===== config.mk =====
export PLATFORM = sky130hd
export DESIGN_NAME = svm_alu
export DESIGN_NICKNAME = d
export VERILOG_FILES = /design/src/design/svm_pkg.sv /design/src/design/svm_alu.sv
export SDC_FILE = /design/constraint.sdc
export NUM_CORES = 2
export LEC_CHECK = 0
export BUFFER_PORTS_ARGS = -buffer_cell sky130_fd_sc_hd__buf_2
export CAP_MARGIN = 20
export CORE_MARGIN = 5
export CORE_UTILIZATION = 44
export DETAILED_ROUTE_END_ITERATION = 8
export PLACE_DENSITY = 0.7
export REMOVE_ABC_BUFFERS = 1
export SYNTH_ARGS = -nofsm -noshare
export SYNTH_HDL_FRONTEND = slang
export SYNTH_SLANG_ARGS = --single-unit

===== constraint.sdc =====
create_clock -name clock -period 17.88 [get_ports clock]
set_clock_uncertainty 0.2 [all_clocks]
set_input_delay 1.788 -clock clock [delete_from_list [all_inputs] [get_ports clock]]
set_output_delay 1.788 -clock clock [all_outputs]
set_load 0.05 [all_outputs]

===== src/design/svm_pkg.sv =====
// Shared types, constants and helpers for the stack VM instruction executor.
// No dependencies.
package svm_pkg;

   localparam int unsigned MEM_BYTES = 65536;
   localparam int unsigned MEM_AW    = $clog2(MEM_BYTES);
   localparam logic [31:0] MAX_INSTR = 32'd65536;

   localparam logic [1:0] MODE_EXEC  = 2'd0;
   localparam logic [1:0] MODE_HWR   = 2'd1;
   localparam logic [1:0] MODE_HRD   = 2'd2;

   localparam logic [1:0] CSR_CAP    = 2'd0;
   localparam logic [1:0] CSR_ICOUNT = 2'd1;
   localparam logic [1:0] CSR_SSTART = 2'd2;

   localparam logic [3:0] ST_OK      = 4'd0;
   localparam logic [3:0] ST_EXITED  = 4'd1;
   localparam logic [3:0] ST_NULL    = 4'd2;
   localparam logic [3:0] ST_ALIGN   = 4'd3;
   localparam logic [3:0] ST_ACCESS  = 4'd4;
   localparam logic [3:0] ST_CODE    = 4'd5;
   localparam logic [3:0] ST_NOTSUB  = 4'd6;
   localparam logic [3:0] ST_DIVZERO = 4'd7;
   localparam logic [3:0] ST_OVFL    = 4'd8;
   localparam logic [3:0] ST_ZONE    = 4'd9;
   localparam logic [3:0] ST_UNSUP   = 4'd10;

   localparam logic [5:0] OP_STORE1   = 6'd0;
   localparam logic [5:0] OP_STORE2   = 6'd1;
   localparam logic [5:0] OP_STORE4   = 6'd2;
   localparam logic [5:0] OP_LOAD1    = 6'd3;
   localparam logic [5:0] OP_LOAD2    = 6'd4;
   localparam logic [5:0] OP_LOAD4    = 6'd5;
   localparam logic [5:0] OP_SEX8     = 6'd6;
   localparam logic [5:0] OP_SEX16    = 6'd7;
   localparam logic [5:0] OP_ZHI24    = 6'd8;
   localparam logic [5:0] OP_ZHI16    = 6'd9;
   localparam logic [5:0] OP_NEGL     = 6'd10;
   localparam logic [5:0] OP_CALL     = 6'd11;
   localparam logic [5:0] OP_BSL      = 6'd12;
   localparam logic [5:0] OP_BSRI     = 6'd13;
   localparam logic [5:0] OP_BSRU     = 6'd14;
   localparam logic [5:0] OP_BNOT     = 6'd15;
   localparam logic [5:0] OP_BAND     = 6'd16;
   localparam logic [5:0] OP_BOR      = 6'd17;
   localparam logic [5:0] OP_BXOR     = 6'd18;
   localparam logic [5:0] OP_MULU     = 6'd19;
   localparam logic [5:0] OP_DIVU     = 6'd20;
   localparam logic [5:0] OP_MODU     = 6'd21;
   localparam logic [5:0] OP_ADDL     = 6'd22;
   localparam logic [5:0] OP_SUBL     = 6'd23;
   localparam logic [5:0] OP_MULL     = 6'd24;
   localparam logic [5:0] OP_DIVL     = 6'd25;
   localparam logic [5:0] OP_MODL     = 6'd26;
   localparam logic [5:0] OP_JUMP     = 6'd27;
   localparam logic [5:0] OP_DISCARD  = 6'd28;
   localparam logic [5:0] OP_SKIPNEXT = 6'd29;
   localparam logic [5:0] OP_ADDR_SPR = 6'd30;
   localparam logic [5:0] OP_ADDR_ARG = 6'd31;
   localparam logic [5:0] OP_BEGINSUB = 6'd32;
   localparam logic [5:0] OP_ENDSUB   = 6'd33;
   localparam logic [5:0] OP_COPY     = 6'd34;
   localparam logic [5:0] OP_BEQ      = 6'd35;
   localparam logic [5:0] OP_BNE      = 6'd36;
   localparam logic [5:0] OP_BGEU     = 6'd37;
   localparam logic [5:0] OP_BGEL     = 6'd38;
   localparam logic [5:0] OP_BGTU     = 6'd39;
   localparam logic [5:0] OP_BGTL     = 6'd40;
   localparam logic [5:0] OP_BLEU     = 6'd41;
   localparam logic [5:0] OP_BLEL     = 6'd42;
   localparam logic [5:0] OP_BLTU     = 6'd43;
   localparam logic [5:0] OP_BLTL     = 6'd44;
   localparam logic [5:0] OP_IMMED    = 6'd45;
   localparam logic [5:0] OP_STSPR4   = 6'd46;
   localparam logic [5:0] OP_DROP8    = 6'd47;
   localparam logic [5:0] OP_DROP16   = 6'd48;

   typedef struct packed {
      logic [1:0]  mode;
      logic [5:0]  opcode;
      logic [31:0] argument;
      logic [15:0] stack_offset;
      logic [15:0] block_id;
      logic [15:0] instr_index;
      logic [15:0] host_address;
      logic [7:0]  host_data;
   } req_type;

   typedef struct packed {
      logic [3:0]  status;
      logic [15:0] next_index;
      logic [31:0] return_value;
      logic [7:0]  read_data;
   } rsp_type;

   typedef struct packed {
      logic       start;
      logic [5:0] op;
   } alu_req_type;

   function automatic logic [MEM_AW-1:0] mem_addr(input logic [31:0] a);
      return a[MEM_AW-1:0];
   endfunction

   function automatic logic [MEM_AW-1:0] stk_addr(input logic [16:0] sp,
                                                   input logic [31:0] off);
      logic [31:0] s;
      s = {15'd0, sp} + off;
      return s[MEM_AW-1:0];
   endfunction

endpackage


===== src/design/svm_alu.sv =====
// Shared arithmetic unit: registered logic, shift, extend, add and multiply ops,
// radix-2 restoring divider for the divide and modulo ops. Depends on svm_pkg.
module svm_alu import svm_pkg::*; (
   input  logic        clock,
   input  logic        reset,
   input  alu_req_type alu_req,
   input  logic [31:0] opa,
   input  logic [31:0] opb,
   output logic        alu_done,
   output logic [31:0] alu_result
);

   typedef enum logic [1:0] {A_IDLE, A_DIV, A_FIX} alu_state_type;

   alu_state_type state_ff, state_in;
   logic          done_ff, done_in;
   logic [31:0]   res_ff, res_in;
   logic [31:0]   rem_ff, rem_in;
   logic [31:0]   quo_ff, quo_in;
   logic [31:0]   dvs_ff, dvs_in;
   logic [4:0]    cnt_ff, cnt_in;
   logic [5:0]    op_ff, op_in;
   logic          na_ff, na_in;
   logic          nb_ff, nb_in;

   logic [4:0]    sh;
   logic [63:0]   prod;
   logic [32:0]   rem_sh;
   logic [32:0]   diff;
   logic          sgn_div;

   assign sh      = opb[4:0];
   assign prod    = opa * opb;
   assign rem_sh  = {rem_ff, quo_ff[31]};
   assign diff    = rem_sh - {1'b0, dvs_ff};
   assign sgn_div = (alu_req.op == OP_DIVL) || (alu_req.op == OP_MODL);

   always_comb begin
      state_in = state_ff;
      done_in  = 1'b0;
      res_in   = res_ff;
      rem_in   = rem_ff;
      quo_in   = quo_ff;
      dvs_in   = dvs_ff;
      cnt_in   = cnt_ff;
      op_in    = op_ff;
      na_in    = na_ff;
      nb_in    = nb_ff;
      unique case (state_ff)
         A_IDLE: begin
            if (alu_req.start) begin
               op_in = alu_req.op;
               if (alu_req.op == OP_DIVU || alu_req.op == OP_MODU || sgn_div) begin
                  na_in    = sgn_div & opa[31];
                  nb_in    = sgn_div & opb[31];
                  quo_in   = (sgn_div && opa[31]) ? 32'd0 - opa : opa;
                  dvs_in   = (sgn_div && opb[31]) ? 32'd0 - opb : opb;
                  rem_in   = '0;
                  cnt_in   = '0;
                  state_in = A_DIV;
               end else begin
                  done_in = 1'b1;
                  unique case (alu_req.op)
                     OP_SEX8:  res_in = {{24{opa[7]}}, opa[7:0]};
                     OP_SEX16: res_in = {{16{opa[15]}}, opa[15:0]};
                     OP_ZHI24: res_in = opa & 32'h0000_00FF;
                     OP_ZHI16: res_in = opa & 32'h0000_FFFF;
                     OP_NEGL:  res_in = 32'd0 - opa;
                     OP_BSL:   res_in = opa << sh;
                     OP_BSRI:  res_in = $unsigned($signed(opa) >>> sh);
                     OP_BSRU:  res_in = opa >> sh;
                     OP_BNOT:  res_in = ~opa;
                     OP_BAND:  res_in = opa & opb;
                     OP_BOR:   res_in = opa | opb;
                     OP_BXOR:  res_in = opa ^ opb;
                     OP_MULU, OP_MULL: res_in = prod[31:0];
                     OP_ADDL:  res_in = opa + opb;
                     OP_SUBL:  res_in = opa - opb;
                     default:  res_in = '0;
                  endcase
               end
            end
         end
         A_DIV: begin
            if (!diff[32]) begin
               rem_in = diff[31:0];
               quo_in = {quo_ff[30:0], 1'b1};
            end else begin
               rem_in = rem_sh[31:0];
               quo_in = {quo_ff[30:0], 1'b0};
            end
            cnt_in = cnt_ff + 5'd1;
            if (cnt_ff == 5'd31) begin
               state_in = A_FIX;
            end
         end
         A_FIX: begin
            done_in  = 1'b1;
            state_in = A_IDLE;
            unique case (op_ff)
               OP_DIVU: res_in = quo_ff;
               OP_MODU: res_in = rem_ff;
               OP_DIVL: res_in = (na_ff != nb_ff) ? 32'd0 - quo_ff : quo_ff;
               default: res_in = na_ff ? 32'd0 - rem_ff : rem_ff;
            endcase
         end
         default: state_in = A_IDLE;
      endcase
   end

   always_ff @(posedge clock) begin
      if (reset) begin
         state_ff <= A_IDLE;
         done_ff  <= 1'b0;
      end else begin
         state_ff <= state_in;
         done_ff  <= done_in;
      end
      res_ff <= res_in;
      rem_ff <= rem_in;
      quo_ff <= quo_in;
      dvs_ff <= dvs_in;
      cnt_ff <= cnt_in;
      op_ff  <= op_in;
      na_ff  <= na_in;
      nb_ff  <= nb_in;
   end

   assign alu_done   = done_ff;
   assign alu_result = res_ff;

endmodule


Yosys cells after proc, flatten, opt, wreduce, memory -nomap -nowiden --
Cells that the tools add are included.
Operators by class: $add $sub $neg 8, $mul 1, equality and inequality tests 31, shift operators 3, multiplexer cells 27, bitwise logic cells 6, reduce and logical (&&, ||, !) cells 14
Operators with widths (count):
- 32-bit one-hot mux with 15 select lines | 1
- 32-bit two-way mux | 11
- 32-bit one-hot mux with 2 select lines | 3
- 1-bit by 32-bit subtractor with 32-bit output (first input constant) | 4
- 32-bit one-hot mux with 3 select lines | 1
- 6-bit by 5-bit == test with 1-bit output (second input constant) | 14
- 6-bit by 4-bit == test with 1-bit output (second input constant) | 7
- 33-bit by 32-bit subtractor with 33-bit output | 1
- 32-bit adder | 1
- 32-bit bitwise AND | 1
- 32-bit by 32-bit multiplier with 32-bit output | 1
- 32-bit NOT | 1
- 32-bit bitwise OR | 1
- 32-bit by 5-bit << shifter with 32-bit output | 1
- 32-bit by 5-bit right shift with 32-bit output | 1
- 32-bit by 5-bit >>> shifter with 32-bit output | 1
- 32-bit subtractor | 1
- 32-bit XOR | 1
- 6-bit by 3-bit == test with 1-bit output (second input constant) | 2
- 3-bit AND reduction | 4
- 5-bit two-way mux | 2
- 5-bit one-hot mux with 2 select lines | 1
- 2-bit != test (second input constant) | 4
- 2-bit two-way mux | 3
- 15 further kinds | 22
Storage, ports and cells: flip-flop bits (word level) 144, input port bits 73, output and inout port bits 33, logic and storage cells 100

Longest topological paths before layout --
depth in word-level cells 7, depth in mapped cells 31, mapped depth without buffers 28

Least setup slack after synthesis --
Ideal clock, no wire load.
path kind in2reg, start point input port opb[2], end point register res_ff[31] (netlist: alu_result[31]), data pin, library setup time 258 ps, arrival time 9330 ps, slack 8092 ps, cell stages on the path 29, buffers on the path 4, cell sequence inv_1 clkbuf_1 buf_1 clkbuf_1 buf_1 nor2_1 fa_1 inv_1 fa_1 fa_1 fa_1 inv_1 fa_1 inv_1 fa_1 inv_1 fa_1 fa_1 ha_1 a21oi_1 o211ai_1 a21oi_1 a31oi_1 a31oi_1 o221ai_1 xnor2_1 nor2_1 nor4_2 o21ai_2
Between the ends: cells in the longest elaborated chain, start to end 5
Ends and longest elaborated chain:
- from (decl) | RTL line svm_alu.sv:8 | input logic [31:0] opb,
- 32-bit by 32-bit multiplier with 32-bit output, or another cell as far along | RTL line svm_alu.sv:33 | assign prod = opa * opb;
- 32-bit one-hot mux with 15 select lines (*) | RTL line svm_alu.sv:63 | unique case (alu_req.op)
- 32-bit two-way mux (*) | RTL line svm_alu.sv:53 | if (alu_req.op == OP_DIVU || alu_req.op == OP_MODU || sgn_div) begin
- 32-bit two-way mux (*) | RTL line svm_alu.sv:51 | if (alu_req.start) begin
- 32-bit one-hot mux with 2 select lines (*) | RTL line svm_alu.sv:49 | unique case (state_ff)
- named net res_in[31] | RTL line svm_alu.sv:17 | logic [31:0] res_ff, res_in;
- to (signal assigned) | RTL line svm_alu.sv:119 | res_ff <= res_in;
- to (decl) | RTL line svm_alu.sv:17
Mark *: on every way through the listed nets, which the timed path passes. The rest lies on a longest branch. The select of a mux whose other input is x is not followed. A chain may end at the register's enable or synchronous reset.

Worst setup path in the final report --
start point input port opb[3], end point register res_ff[29] (netlist: alu_result[29]), data pin
The elaborated chain is that of the path after synthesis.

==> key figures <==
Timing
  – Setup TNS: 0 ns
  – Final period utilization: 58.0%
  – Worst-Margin Slew: 1.18 ns
  – Post-route minimum period: just over 10 ns
  – Final setup viols: 0
  – Unrepaired setup endpoints after global routing: no
  – F_max: a little under 100 MHz
  – Worst rel slew slack: 20.5%
  – Slew Limit Fails: 0
  – Final hold violations: 0

Logic synthesis
  – Number of synthesized flops with an enable pin: 141
  – Ys async rst share: 0%
  – Synthesized cell area: between 30000 and 40000 µm²
  – Area contributors post-synth: fa_1, edfxtp_1, ha_1
  – Number of synthesized register bits: between 100 and 150
  – Mapped Cells: between 4000 and 5000
  – Synth Flop Type: edfxtp_1
  – Yosys warning total: 0
  – Post-synth top area share: 24.4%
  – Syn avg cell area: 8.11 µm²
  – Seq/Total Area, Yosys: 12.8%
  – Synth cell types: 89
  – Synth area leader: fa_1

Global routing
  – Largest net degree at the start of global routing: 70
  – Gr usage total: 33.8%
  – Initial antenna violation count: 4
  – Vias in the first global route: 31958
  – Gr ovfl total: 0
  – First-pass GRT wire length: approximately 210000 µm

CTS
  – H-tree depth: 4
  – CTS root buffer: clkbuf_16
  – CTS sink cnt: 144
  – Maximum clock insertion buffer count: 2
  – Hold Buf Count CTS: 0
  – Post_cts resized: 0
  – Worst-skew pair later-pin latency: roughly 0.45 ns
  – Postcts setup bufs: 0
  – CTS tree: built
  – Clock Pin Slew Worst Setup and Hold Paths: 0.07 ns
  – CTS buffer count: 17

Placement
  – Dpl hpwl: around 110000 µm
  – Number of buffers added on ports: 105
  – GP Congestion: 1.09
  – Placed insts: between 5000 and 6000

Job
  – Max cap viols: 0

Setup path
  – Worst setup EP type: register
  – CP Max Fanout: 33
  – Reg-to-Reg Start: quo_ff[31]
  – WP data arrival: 10.35 ns
  – Critical path required time: between 15 and 20 ns
  – Worst setup SP type: input pin
  – Crit. Startpoint: opb[3]
  – R2R Setup Slk: between 10 and 15 ns
  – Critical path class: in -> reg

Floorplanning
  – Die area: 81900 µm²
  – I/O pins: 106
  – Row cnt: 101
  – Die X: 286 µm
  – Die Height: 286 µm
  – Core area: 75800 µm²
  – Initial Util: 44.3%

Route
  – WL per Instance: 28.0 µm
  – Via count: 32369
  – Detailed Route Iter0 Violations: around 4300
  – TritonRoute pass-1 iters: 6
  – Final ANT Viol Nets: 0
  – Residual DRC: 0
  – Final wirelength: 142000 µm
  – Vias per cell: about 6.4

Layout
  – Share of layout cells above drive strength 1: 7.37%
  – Commonest non-fill, non-tap cell in the layout: nor2_1
  – Fillers: 7544
  – Non-Filler Instances: 5081
  – Nets: ~4800
  – Layout area overhead: 5.89%
  – Commonest non-fill, non-tap cells in the layout: nor2_1, inv_1, nand2_1, fa_1, ha_1

Hold path
  – HP Class: reg -> reg
  – Min-delay src: cnt_ff[0]

Status
  – Outcome: finished clean
## path summary, 6_finish.rpt
path	endpoint	cells after the start
max	alu_result[29]	28
min	cnt_ff[0]	1
max reg2reg	rem_ff[14]	15
min reg2reg	cnt_ff[0]	1
## cell usage after synthesis, drive strengths merged (11+ instances only)
cell	count
or3	39
clkinv	21
nor3	79
ha	257
nor2b	26
nand3	53
edfxtp	141
a21oi	223
mux4	29
o2111ai	13
a211oi	40
o31ai	26
a221oi	27
o21ai	225
a22oi	14
a31oi	20
or4	11
buf	63
mux2i	89
o211ai	26
a21o	30
o22ai	47
clkbuf	197
o221ai	15
and3	11
and2	12
fa	410
xnor2	202
nor2	588
nand4	15
nand2b	39
nor4	22
xor2	39
or2	14
nand2	451
inv	483
o21a	23
## cell families (layout without fill, tap and decap cells)
family,Yosys count,count (layout),synth area share (%)
other,0,7,0
and+or+nand+nor,1381,1381,17.9
xor gates and xnor gates,241,241,6.34
muxes,122,122,4.73
adders and majority gates,667,667,34.0
AOI/OAI and AO/OA,820,820,15.4
buffers and inverters,765,721,8.88
DFF,144,144,12.8
## through the flow
stage | util, % | instance area [µm²] | hold slack [ns] | setup slack, ns
finish | 46.9 | 35600 | 0.415 | 7.51
global route | 46.9 | 35500 | 0.440 | 7.20
CTS | 46.9 | 35500 | 0.415 | 7.60
detailed placement | 46.0 | 34900 | 0.403 | 7.12
global placement | 46.0 | 34900 | 0.384 | 7.26
floorplan | - | 32500 | 0.353 | 8.08
## registers in the layout, summed over array words and instances, names as in the netlist, 2 cells and up
signal	flops
op_ff	6
cnt_ff	5
quo_ff	32
dvs_ff	32
state_ff	2
rem_ff	32
alu_result	32
## cell type report
cell class	count	area, µm²	share of cell area (%)
well taps	978	1220	3.44
multi-input cells	3231	26400	74.2
clock buffers	17	425	1.20
diodes	7	17.5	0.0493
flip-flops and latches	144	4290	12.1
repair buffers	185	1130	3.18
clock inverters	15	194	0.545
inverters	504	1890	5.32
## worst max-delay path, stage by stage
cell and delay, ns:
buf_2 0.07, buf_4 0.36, clkinv_1 0.73, nor2_1 0.37
fa_1 0.45, inv_1 0.09, fa_1 0.44, fa_1 0.47
fa_1 0.54, inv_1 0.05, fa_1 0.50, inv_1 0.06
fa_1 0.53, inv_1 0.05, fa_1 0.49, fa_1 0.42
ha_1 0.38, nand3_1 0.15, nor2_1 0.12, o21ai_0 0.08
a21o_1 0.17, a31oi_1 0.88, a21oi_1 0.20, o22ai_1 0.20
mux2i_1 0.11, a2111o_1 0.42, a21oi_1 0.12, o21ai_1 0.06
## per-layer routing
metal	up-vias	routed length [µm]	track usage, %
li1	13761	-	-
met1	15662	53900	44.5
met2	2392	59700	51.1
met3	550	18800	9.13
met4	4	9720	17.5
met5	-	31	0
Power is left out: the tool's default activity adds up to more than one toggle a clock period on the data nets, which glitch-free logic cannot reach.
